### src/design/ptwc_pkg.sv
// Package: shared types and constants of the pulse train window counter.
`default_nettype none
package ptwc_pkg;
  localparam int unsigned CNT_W    = 6;
  localparam int unsigned OUT_TW   = 48;
  localparam int unsigned CFG_IW   = 2;
  localparam int unsigned CFG_DW   = 32;
  localparam logic [CNT_W-1:0] COUNT_MAX = 6'd63;

  localparam logic [CFG_IW-1:0] CFG_PREDELAY   = 2'd0;
  localparam logic [CFG_IW-1:0] CFG_GATE       = 2'd1;
  localparam logic [CFG_IW-1:0] CFG_LONG_DELAY = 2'd2;

  localparam logic [23:0] PREDELAY_RST   = 24'd45;
  localparam logic [23:0] GATE_RST       = 24'd640;
  localparam logic [31:0] LONG_DELAY_RST = 32'd100000;

  typedef enum logic [2:0] {
    ST_IDLE,
    ST_PASS,
    ST_OVF,
    ST_PUSH,
    ST_FINAL
  } ptwc_state_t;

  // running flags of one pass over the store
  typedef struct packed {
    logic still_emit;
    logic still_drop;
  } ptwc_scan_t;

  // decision of the head unit for the entry at the front
  typedef struct packed {
    logic emit;
    logic keep;
  } ptwc_ctl_t;
endpackage
`default_nettype wire

### src/design/ptwc_head.sv
// Head unit: judges the entry at the front of the store against the new event.
`default_nettype none
module ptwc_head
  import ptwc_pkg::*;
#(
  parameter int unsigned TIME_BITS = 48
) (
  input  wire [TIME_BITS-1:0] cur_time,
  input  wire [23:0]          pre_ticks,
  input  wire [23:0]          gate_ticks,
  input  wire [31:0]          ld_ticks,
  input  wire                 last_mode,
  input  wire [TIME_BITS-1:0] e_time,
  input  wire [CNT_W-1:0]     e_a,
  input  wire                 e_pend,
  input  wire [CNT_W-1:0]     ra_acc,
  input  ptwc_scan_t          scan_in,
  output ptwc_scan_t          scan_out,
  output ptwc_ctl_t           ctl,
  output logic [CNT_W-1:0]    a_new,
  output logic                pend_new,
  output logic [CNT_W-1:0]    ra_new
);
  localparam int unsigned CW = ((TIME_BITS > 33) ? TIME_BITS : 33) + 1;

  logic [TIME_BITS-1:0] d;
  logic [CW-1:0]        dx, a_end, r_end, ldx, prex;
  logic                 in_a, in_ra, closed, settled;

  always_comb begin
    d      = cur_time - e_time;
    dx     = CW'(d);
    ldx    = CW'(ld_ticks);
    prex   = CW'(pre_ticks);
    a_end  = CW'(ld_ticks) + CW'(gate_ticks);
    r_end  = CW'(pre_ticks) + CW'(gate_ticks);
    in_a   = (dx >= ldx) && (dx < a_end);
    in_ra  = (dx >= prex) && (dx < r_end);
    closed = dx >= a_end;

    // count the new event into the accidentals window of a pending entry
    a_new = e_a;
    if (e_pend && in_a && (e_a != COUNT_MAX)) a_new = e_a + 1'b1;

    // emit closed entries in order; on the last event emit every pending one
    ctl.emit = e_pend && (last_mode || (scan_in.still_emit && closed));
    scan_out.still_emit = scan_in.still_emit && !(e_pend && !closed);
    pend_new = e_pend && !ctl.emit;

    // drop settled entries at the front that no later gate can reach
    settled  = !e_pend || ctl.emit;
    ctl.keep = !(!last_mode && settled && scan_in.still_drop && (dx >= r_end));
    scan_out.still_drop = scan_in.still_drop && !ctl.keep;

    // accumulate the RA count of the new event
    ra_new = ra_acc;
    if (in_ra && (ra_acc != COUNT_MAX)) ra_new = ra_acc + 1'b1;
  end
endmodule
`default_nettype wire

### config.mk
export PLATFORM = sky130hd
export DESIGN_NAME = ptwc_head
export DESIGN_NICKNAME = d
export VERILOG_FILES = /design/src/design/ptwc_pkg.sv /design/src/design/ptwc_head.sv
export SDC_FILE = /design/constraint.sdc
export NUM_CORES = 1
export LEC_CHECK = 0
export ABC_AREA = 1
export BUFFER_PORTS_ARGS = -buffer_cell sky130_fd_sc_hd__clkbuf_2
export CAP_MARGIN = 30
export CORE_UTILIZATION = 43
export DETAILED_ROUTE_END_ITERATION = 8
export PLACE_DENSITY = 0.65
export SYNTH_ARGS = -nofsm -noshare
export SYNTH_HDL_FRONTEND = slang
export SYNTH_SLANG_ARGS = --single-unit
### constraint.sdc
create_clock -name vclk -period 6
set_input_delay 0.9 -clock vclk [all_inputs]
set_output_delay 0.9 -clock vclk [all_outputs]
set_load 0.02 [all_outputs]
==> impl_metrics.json <==
{
  "run_status": "complete, but fails checks",
  "violations": "design-rule violations",
  "die-area_um2": 23600,
  "maxSlewViolCount": 0,
  "first_pass_iters": 8,
  "start_util": 0.437,
  "path_class": "in -> out",
  "ant_nets": 0,
  "io_buffers": 209,
  "yosysUniqueCellTypes": 44,
  "finalSetupViolCount": 0,
  "worst_pin_slew_ns": 0.652,
  "arrival_ns": 4.79,
  "regArea_um2": 0,
  "drive_gt1_frac": 0.174,
  "whs_path_depth": 4,
  "rows": 55,
  "antenna_cells": 0,
  "cp-startpoint": "cur_time[0]",
  "wire_per_inst_um": 13.9,
  "fin_crit_ns": 5.69,
  "max-cap-violations": 0,
  "required_ns": 5.10,
  "gp_congestion": 1.00,
  "syn_area_um2": 9870,
  "final_hold_viol_count": 0,
  "fp.coreArea_um2": 22600,
  "power_density_nw_per_um2": 128,
  "finalNetCount": 2441,
  "synth_top_area_frac": 0.265,
  "io_pins": 209,
  "setup_tns_ns": 0,
  "nFlopsAndLatches": 0,
  "fmax_mhz": 176,
  "synth_fp_nets": 2174,
  "vias_per_cell": 5.05,
  "yosys_warnings": 0,
  "nClkBuffers": 0,
  "end_kind": "output pin",
  "synthTopCellsByArea": "ha_1, nand2_1, inv_1",
  "syn-instance-count": 1770,
  "layout_commonest_cell": "nand2_1",
  "grt_first_pass_wirelength_um": 51700,
  "ys_seq_area_frac": 0,
  "area_delta_synth_final_pct": 20.4,
  "first_global_vias": 11200,
  "grt-ovfl-total": 0,
  "grtUsageTotal": 0.268,
  "worstPathMaxFanout": 7,
  "start_kind": "input pin",
  "vias": 11700,
  "final_area_um2": 11900,
  "post_dp_cell_area_um2": 11700,
  "yosys.area.top_type": "ha_1",
  "die_w_um": 154,
  "hp-start": "scan_in[1]",
  "fill_cells": 2467,
  "dp_hpwl_um": 29500,
  "wirelength_um": 32300,
  "rsz0062_at_grt": "yes",
  "hp-class": "in -> out",
  "syn-mean-instance-area_um2": 5.58,
  "ir_drop_mv": 0.0427,
  "slew_headroom": 0.562,
  "die_h_um": 154,
  "drtIter0Drc": 582,
  "total_leakage_power_nw": 7.41,
  "drc": 2,
  "antenna_found_initial": 0,
  "fin_crit_sh": 0.948,
  "whs_endpoint": "scan_out[1]",
  "grt_max_degree": 10,
  "layout_common_cells": "nand2_1, inv_1, ha_1, clkbuf_2, a21oi_1"
}
## synth_stat cells (all sizes together), types with 2 or more instances
cell type	instances
and3	2
nand2	559
a21o	5
nor3	23
o2111ai	3
nand4	37
o221ai	4
nor2	110
fa	3
xor2	52
a211oi	8
nand3b	5
nor4	5
and2	5
o31ai	4
a21oi	139
a31oi	7
o21ai	42
ha	209
a21boi	2
inv	390
o21bai	11
clkinv	2
o21a	4
nand3	93
xnor2	37
## through the flow
stage	hold slack, ns	instances	util	setup WS, ns	total power, mW
finish	2.14	2320	0.527	0.310	1.52
global route	2.17	2320	0.527	-0.0953	1.73
CTS	2.14	2317	0.517	0.0397	1.48
detailed placement	2.14	2317	0.517	-0.120	1.47
global placement	2.13	2317	0.517	-0.0629	1.44
floorplan	1.93	1770	-	0.388	0.997
## how the worst max path moves through the flow
stage	endpoint	cells after the start
2_1_floorplan	scan_out[0]	32
3_5_place_dp	a_new[2]	33
6_report	a_new[4]	28
4_1_cts	a_new[2]	33
5_1_grt	a_new[2]	30
3_3_place_gp	a_new[0]	34
## kinds of logic after synthesis
family / count (synthesis) / share of synthesized area
buf+inv: 393 / 0.150
fa+ha+maj: 212 / 0.271
compound gates: 233 / 0.132
simple gates: 843 / 0.367
xor+xnor: 89 / 0.0790
## critical path, cell delays in order
cell       delay, ns
clkbuf_2        0.08
inv_1           0.04
ha_1            0.17
inv_1           0.07
fa_1            0.41
nand3_1         0.12
nand3_2         0.12
nand2_1         0.09
nand3_1         0.18
buf_4           0.21
a21oi_1         0.28
xnor2_1         0.18
ha_1            0.22
a21oi_1         0.16
nor2_1          0.07
a211oi_1        0.24
o21a_1          0.16
o21ai_0         0.07
nand2_1         0.08
o2111ai_1       0.15
a21oi_1         0.16
nand2_1         0.09
nand3_1         0.10
inv_2           0.07
nand2_4         0.11
nand2_1         0.06
nand2_1         0.05
clkbuf_2        0.16
## cell type report
cell class,count,area [um^2],area share
repair buffers,266,1530,0.128
well taps,285,357,0.0300
inverters,392,1470,0.124
multi-input cells,1377,8530,0.718
## what timing repair did
item / 4_1_cts / 5_1_grt
endpoints found under the setup margin: 6 / 17
pin swaps: 0 / 31
endpoints found under the hold margin: 0 / 0
hold buffers: 0 / 0
buffers inserted: 0 / 4
gates resized for setup: 2 / 73
## power breakdown
group | leakage (nW) | switching, mW | internal (mW)
sequential | 0 | 0 | 0
clock | 0 | 0 | 0
combinational | 7.41 | 0.910 | 0.609
total | 7.41 | 0.910 | 0.609
## metal layers
layer	up-vias	part of all wire	track usage
met4	0	0.038	0.0905
li1	6187	-	-
met5	-	0	0
met2	308	0.48	0.502
met3	59	0.037	0.00592
met1	5157	0.44	0.328
Note: power is estimated with default switching activity, not from simulation.
