File: config.mk
export PLATFORM = sky130hd
export DESIGN_NAME = ptwc_cell
export DESIGN_NICKNAME = d
export VERILOG_FILES = /design/src/design/ptwc_pkg.sv /design/src/design/ptwc_cell.sv
export SDC_FILE = /design/constraint.sdc
export NUM_CORES = 1
export LEC_CHECK = 0
export BUFFER_PORTS_ARGS = -buffer_cell sky130_fd_sc_hd__buf_2
export CORE_MARGIN = 2
export CORE_UTILIZATION = 34
export DETAILED_ROUTE_END_ITERATION = 7
export HOLD_SLACK_MARGIN = 0.03
export PLACE_DENSITY = 0.72
export SETUP_SLACK_MARGIN = 0.15
export SYNTH_ARGS = -nofsm -noshare
export SYNTH_HDL_FRONTEND = slang
export SYNTH_SLANG_ARGS = --single-unit
export TNS_END_PERCENT = 100
File: constraint.sdc
create_clock -name clk -period 3.15 [get_ports clk]
set_input_delay 0.315 -clock clk [delete_from_list [all_inputs] [get_ports clk]]
set_output_delay 0.315 -clock clk [all_outputs]
set_load 0.02 [all_outputs]
File: src/design/ptwc_pkg.sv
// Package: shared types and constants of the pulse train window counter.
`default_nettype none
package ptwc_pkg;
  localparam int unsigned CNT_W    = 6;
  localparam int unsigned OUT_TW   = 48;
  localparam int unsigned CFG_IW   = 2;
  localparam int unsigned CFG_DW   = 32;
  localparam logic [CNT_W-1:0] COUNT_MAX = 6'd63;

  localparam logic [CFG_IW-1:0] CFG_PREDELAY   = 2'd0;
  localparam logic [CFG_IW-1:0] CFG_GATE       = 2'd1;
  localparam logic [CFG_IW-1:0] CFG_LONG_DELAY = 2'd2;

  localparam logic [23:0] PREDELAY_RST   = 24'd45;
  localparam logic [23:0] GATE_RST       = 24'd640;
  localparam logic [31:0] LONG_DELAY_RST = 32'd100000;

  typedef enum logic [2:0] {
    ST_IDLE,
    ST_PASS,
    ST_OVF,
    ST_PUSH,
    ST_FINAL
  } ptwc_state_t;

  // running flags of one pass over the store
  typedef struct packed {
    logic still_emit;
    logic still_drop;
  } ptwc_scan_t;

  // decision of the head unit for the entry at the front
  typedef struct packed {
    logic emit;
    logic keep;
  } ptwc_ctl_t;
endpackage
`default_nettype wire

File: src/design/ptwc_cell.sv
// Store cell: one event entry, shifted from its upper neighbor or loaded.
`default_nettype none
module ptwc_cell
  import ptwc_pkg::*;
#(
  parameter int unsigned TIME_BITS = 48
) (
  input  wire                  clk,
  input  wire                  shift_en,
  input  wire                  load_en,
  input  wire [TIME_BITS-1:0]  nb_time,
  input  wire [CNT_W-1:0]      nb_ra,
  input  wire [CNT_W-1:0]      nb_a,
  input  wire                  nb_pend,
  input  wire [TIME_BITS-1:0]  ld_time,
  input  wire [CNT_W-1:0]      ld_ra,
  input  wire [CNT_W-1:0]      ld_a,
  input  wire                  ld_pend,
  output logic [TIME_BITS-1:0] time_q,
  output logic [CNT_W-1:0]     ra_q,
  output logic [CNT_W-1:0]     a_q,
  output logic                 pend_q
);
  logic [TIME_BITS-1:0] time_r;
  logic [CNT_W-1:0]     ra_r, a_r;
  logic                 pend_r;

  // load wins over shift
  always_ff @(posedge clk) begin
    if (load_en) begin
      time_r <= ld_time;
      ra_r   <= ld_ra;
      a_r    <= ld_a;
      pend_r <= ld_pend;
    end else if (shift_en) begin
      time_r <= nb_time;
      ra_r   <= nb_ra;
      a_r    <= nb_a;
      pend_r <= nb_pend;
    end
  end

  assign time_q = time_r;
  assign ra_q   = ra_r;
  assign a_q    = a_r;
  assign pend_q = pend_r;
endmodule
`default_nettype wire

==> results of run 1 <==
[routing by layer]
metal | global-route usage [%] | wire [um]
met5 | 0 | 0
met4 | 7.14 | 118
met3 | 3.05 | 548
met2 | 22.9 | 3290
met1 | 13.0 | 2330
[Yosys cell counts (all sizes together)]
cell and instances:
edfxtp 61, mux2 61, buf 7, or2 1
[worst max-delay path, cell delays in order]
cell	delay (ns)
buf_4	0.25
or2_2	0.55
buf_12	0.30
[final cells by class]
class / count / share of cell area (%)
Clock buffer: 9 / 3.06
Timing Repair Buffer: 188 / 23.8
Clock inverter: 6 / 1.95
Multi-Input combinational cell: 62 / 22.6
Sequential cell: 61 / 45.3
Antenna cell: 1 / 0.0618
Tap cell: 105 / 3.25
[flip-flops by register name (all words and copies together), names as in the netlist]
| signal | flops |
|---|---|
| pend_q | 1 |
| time_q | 48 |
| ra_q | 6 |
| a_q | 6 |
[worst max path at each step]
stage | startpoint | endpoint | cells after the start
after floorplan | load_en | a_q[0]$_DFFE_PP_ | 3
final | load_en | time_q[30]$_DFFE_PP_ | 3
after detailed placement | load_en | time_q[25]$_DFFE_PP_ | 3
after global placement | load_en | time_q[25]$_DFFE_PP_ | 3
after CTS | load_en | time_q[17]$_DFFE_PP_ | 3
after global routing | load_en | time_q[30]$_DFFE_PP_ | 3
[cells in the final DEF (no fill, tap or decap)]
cell type    n
edfxtp_1    61
clkinv_1     1
buf_2      184
bufinv_16    2
diode_2      1
mux2_4      59
mux2_2       2
buf_12       1
buf_4        3
clkbuf_8     9
or2_2        1
clkinv_2     3
[stage by stage]
stage | std cells | hold WS [ns]
floorplan | 130 | 0.532
global placement | 416 | 0.616
detailed placement | 416 | 0.618
CTS | 431 | 0.261
global route | 431 | 0.266
finish | 432 | 0.284
[power breakdown]
part	switching, mW	internal, mW	total [mW]
clock	0.272	0.433	0.705
combinational	0.224	0.206	0.429
sequential	0.0214	0.997	1.02
total	0.517	1.64	2.15
[cell families (layout without fill, tap and decap cells)]
kind of cell	count (synthesis)	in the layout	synth area share [%]
other	0	1	0
flip-flops	61	61	63.7
AND/OR/NAND/NOR	1	1	0.218
multiplexers	61	61	31.6
buffers and inverters	7	203	4.57
==> metrics.yaml, run 1 <==
clocking:
  cts_setup_buffers: 0
  clock_sink_count: 61
  numCtsBuffers: 9
  htree_levels: 3
  clkSlewWorstSetupHoldPaths_ns: 0.06
  post_cts_resized: 0
  ctsRootBufferMaster: "clkbuf_8"
  clk_path_buf_depth: 2
  cts_hold_buffers: 0
  cts_tree: "yes"
power:
  leakage_nw: 1.97
  finalPower_mw: 2.15
  peakVddDrop_mv: 0.170
  power_density_nw_per_um2: 532
yosys:
  synth_cell_type_count: 6
  ys_seq_area_share_pct: 63.7
  syn_inst: 130
  synth_area_um2: 2880
  ys_ff_latch: 61
  yosysTopAreaCellShare_pct: 63.7
  synth_area_leader_cell: "edfxtp_1"
  syn_nets: 255
  yosysWarnings: 0
  avgSynthCellArea_um2: 22.1
  ys_top_cells_by_area: "edfxtp_1, mux2_4, buf_12"
sta:
  maxSlewHeadroom_pct: 61.2
  maxSlewViolCount: 0
  fmax_mhz: 709
  tns_ns: 0
  min_period_ns: 1.41
  rsz0062_at_grt: "no"
  worst_pin_slew_ns: 0.581
  finalHoldViolations: 0
  setup_viol: 0
  worst_slack_ns: 1.74
  fin_crit_sh_pct: 44.8
worst_setup_path:
  cp_max_fo: 38
  critPathLaunchType: "primary input"
  worstPathRequired_ns: 3.17
  endpoint_kind: "flop"
  cp_data_arrival_time_ns: 1.43
  crit_type: "in2reg"
global_route:
  grt_pass1_vias: 1747
  grt_pass1_wl_mm: 8.31
  grt_max_degree: 39
  antenna_found_initial: 1
  grt_use_total_pct: 12.5
  grt-ovfl-total: 0
drt:
  wl_mm: 6.29
  detail_route.iter0.violations: 37
  vias: 1828
  ant_nets: 0
  wl_per_cell_um: 14.6
  drc: 0
  viasPerCell: 4.23
  dr.pass1.iters: 4
placement:
  dpl_worst_slack_ns: 1.39
  place_area_um2: 3840
  io_buffers: 185
  place.gp.congestion: 0.715
  dpl.hpwl_mm: 5.05
die:
  die_w_um: 96
  start_util_pct: 35.0
  die_y_um: 96
  core.rowCount: 33
  io_pins: 186
  core_area_um2: 8220
  die-area_um2: 9220
cells_and_area:
  multi_input_area_um2: 915
  final_area_um2: 4050
  fin_util_pct: 49.2
  area_growth_pct: 40.6
  layout-drive-gt1-share_pct: 81.0
  fillers: 736
  seqCellArea_um2: 1830
  final_nets: 447
worst_hold_path:
  hp-start: "ld_time[41]"
  hold_path_depth: 2
  min_to: "time_q[41]$_DFFE_PP_"
  hp-class: "in2reg"
job:
  cap_violations: 0
status:
  outcome: "completed"
No activity file was read; power rests on OpenSTA's default activity.
==> inputs of run 2 (changes only) <==
--- a/config.mk
+++ b/config.mk
@@ -5,12 +5,13 @@
 export SDC_FILE = /design/constraint.sdc
 export NUM_CORES = 1
 export LEC_CHECK = 0
+export ABC_AREA = 1
 export BUFFER_PORTS_ARGS = -buffer_cell sky130_fd_sc_hd__buf_2
 export CORE_MARGIN = 2
 export CORE_UTILIZATION = 34
 export DETAILED_ROUTE_END_ITERATION = 7
 export HOLD_SLACK_MARGIN = 0.03
-export PLACE_DENSITY = 0.72
+export PLACE_DENSITY = 0.76
 export SETUP_SLACK_MARGIN = 0.15
 export SYNTH_ARGS = -nofsm -noshare
 export SYNTH_HDL_FRONTEND = slang
==> constraint.sdc (replaced) <==
create_clock -name clk -period 1.2 [get_ports clk]
set_input_delay 0.12 -clock clk [delete_from_list [all_inputs] [get_ports clk]]
set_output_delay 0.12 -clock clk [all_outputs]
set_load 0.02 [all_outputs]
==> metrics.yaml, run 2 <==
status:
  outcome: "completed"
die:
  core.rowCount: 32  # -3.0%
  core_area_um2: 7650  # -6.9%
  die_w_um: 92.5  # -3.6%
  die-area_um2: 8560  # -7.1%
  die_y_um: 92.5  # -3.6%
  io_pins: 186  # unchanged
  start_util_pct: 34.8  # -0.19 points
cells_and_area:
  diodes: 0  # -1
  layout_common_cells: "nand2_1, buf_2, edfxtp_1"
  layout-drive-gt1-share_pct: 44.9  # -36 points
  largest_reg_flops: 48  # unchanged
  area_growth_pct: 42.7
  fin_util_pct: 49.7  # +0.46 points
  final_nets: 568  # +27%
  final_cells: 550  # +27%
sta:
  worst_pin_slew_ns: 0.828  # +0.247 ns
  setup_viol: 0  # unchanged
  min_period_ns: 0.997
  maxSlewHeadroom_pct: 44.8  # -16 points
  fin_crit_sh_pct: 83.1
  finalHoldViolations: 0  # unchanged
  maxSlewViolCount: 0  # unchanged
  rsz0062_at_grt: "no"
  fmax_mhz: 1000
  tns_ns: 0  # unchanged
  worst_slack_ns: 0.203  # -1.54 ns
drt:
  wl_per_cell_um: 11.6  # -20%
  drc: 0  # unchanged
  viasPerCell: 4.35  # +2.8%
  vias: 2393  # +31%
  dr.pass1.iters: 4  # unchanged
  detail_route.iter0.violations: 66  # +78%
  ant_nets: 0  # unchanged
  wl_mm: 6.38  # +1.5%
global_route:
  grt_pass1_wl_mm: 9.72  # +17%
  grt_pass1_vias: 2186  # +25%
  grt_use_total_pct: 14.7  # +2.1 points
  grt-ovfl-total: 0  # unchanged
  grt_max_degree: 63  # +62%
  antenna_found_initial: 0  # -1
worst_setup_path:
  max_stage_delay_ns: 0.39  # -0.16 ns
  endpoint_kind: "primary output"
  cp_max_fo: 1  # -97%
  startpoint: "time_q[42]$_DFFE_PP_"
  crit_type: "reg2out"
  cp_data_arrival_time_ns: 0.88  # -0.55 ns
  critPathLaunchType: "flop"
  worstPathRequired_ns: 1.08  # -2.09 ns
  slowest_stage: "edfxtp_1"
  critical-path-top-delay-family: "flip-flops"
  cp_num_buf_inv: 1  # -1
  crit_chain: "buf_2"
yosys:
  async_flop_share_pct: 0  # unchanged
  synth_xor_area_share_pct: 0  # unchanged
  syn_nets: 384  # +51%
  synthMuxAreaShare_pct: 0  # -32 points
  synth_top_family_by_area: "simple AND/OR/NAND/NOR gates"
  ys_top_cells_by_area: "edfxtp_1, nand2_1, buf_6"
  ys_ff_latch: 61  # unchanged
  synth_area_leader_cell: "edfxtp_1"
  yosys.area_share.simple_pct: 26.0  # +26 points
  synth.most_common_cell: "nand2_1"
  synth_edf_count: 61  # unchanged
  synth-compound-area-share_pct: 0  # unchanged
  synthTopCellsByCount: "nand2_1, edfxtp_1, buf_4, buf_6"
  synth_top_flop_cell: "edfxtp_1"
  yosysWarnings: 0  # unchanged
  syn_inst: 259  # +99%
  yosysTopAreaCellShare_pct: 68.8  # +5.1 points
  ys_seq_area_share_pct: 68.8  # +5.1 points
  synth_area_um2: 2660  # -7.4%
  synth_cell_type_count: 7  # +1
  avgSynthCellArea_um2: 10.3  # -54%
  synthAdderAreaFrac_pct: 0  # unchanged
clocking:
  cts_setup_buffers: 0  # unchanged
  clock_sink_count: 61  # unchanged
  cts_hold_buffers: 0  # unchanged
  ctsRootBufferMaster: "clkbuf_8"
  clk_path_buf_depth: 2  # unchanged
  numCtsBuffers: 9  # unchanged
  cts_tree: "yes"
  htree_levels: 3  # unchanged
  clkSlewWorstSetupHoldPaths_ns: 0.07  # about the same
placement:
  dpl.hpwl_mm: 4.73  # -6.5%
  place_inst: 534  # +28%
  place.gp.congestion: 0.768  # +7.3%
  dpl_worst_slack_ns: -0.267  # -1.65 ns
  io_buffers: 185  # unchanged
power:
  peakVddDrop_mv: 0.523  # +210%
  finalPower_mw: 5.38  # +150%
  power_density_nw_per_um2: 1410  # +170%
  leakage_nw: 2.01  # +2.0%
job:
  cap_violations: 0  # unchanged
worst_hold_path:
  hp-class: "in2reg"
  hp-start: "nb_time[9]"
run 2: power breakdown:
part | internal (mW) | switching (mW) | total (mW) | leakage (nW)
logic | 0.377 | 0.633 | 1.01 | 1.29
registers | 2.62 | 0.0529 | 2.67 | 0.628
clock network | 0.946 | 0.749 | 1.69 | 0.0907
total | 3.94 | 1.43 | 5.38 | 2.01
run 2: path summary, 6_finish.rpt:
check                   to  slack (ns)  depth (start not counted)
min    time_q[9]$_DFFE_PP_        0.06                          3
max             time_q[42]        0.20                          1
run 2: repair_timing:
action	in CTS	in global routing
pin swaps	0	0
endpoints found under the setup margin	61	3
gates cloned	0	0
gates resized for setup	1	6
run 2: cell type report:
type	instances	area, um2
inverter	1	11.3
sequential	61	1830
fill	751	3850
clock buffer	11	131
timing repair buffer	186	952
multi-input combinational	184	696
tap	102	128
clock inverter	5	51.3
run 2: cell families (layout without fill, tap and decap cells):
group	Yosys count	count (layout)
buffers and inverters	14	203
AND/OR/NAND/NOR	184	184
flip-flops	61	61
run 2: routing by layer:
metal  GRT usage, %  share of wire, %
met1           15.2                37
met2           26.2                53
met3           4.72               7.5
met4           7.84               2.7
met5              0                 0
run 2: stage by stage:
| stage | hold slack, ns | cell area, um2 |
|---|---|---|
| floorplan | 0.299 | 2680 |
| global placement | 0.384 | 3600 |
| detailed placement | 0.386 | 3600 |
| CTS | 0.0355 | 3790 |
| global route | 0.0340 | 3800 |
| finish | 0.0566 | 3800 |
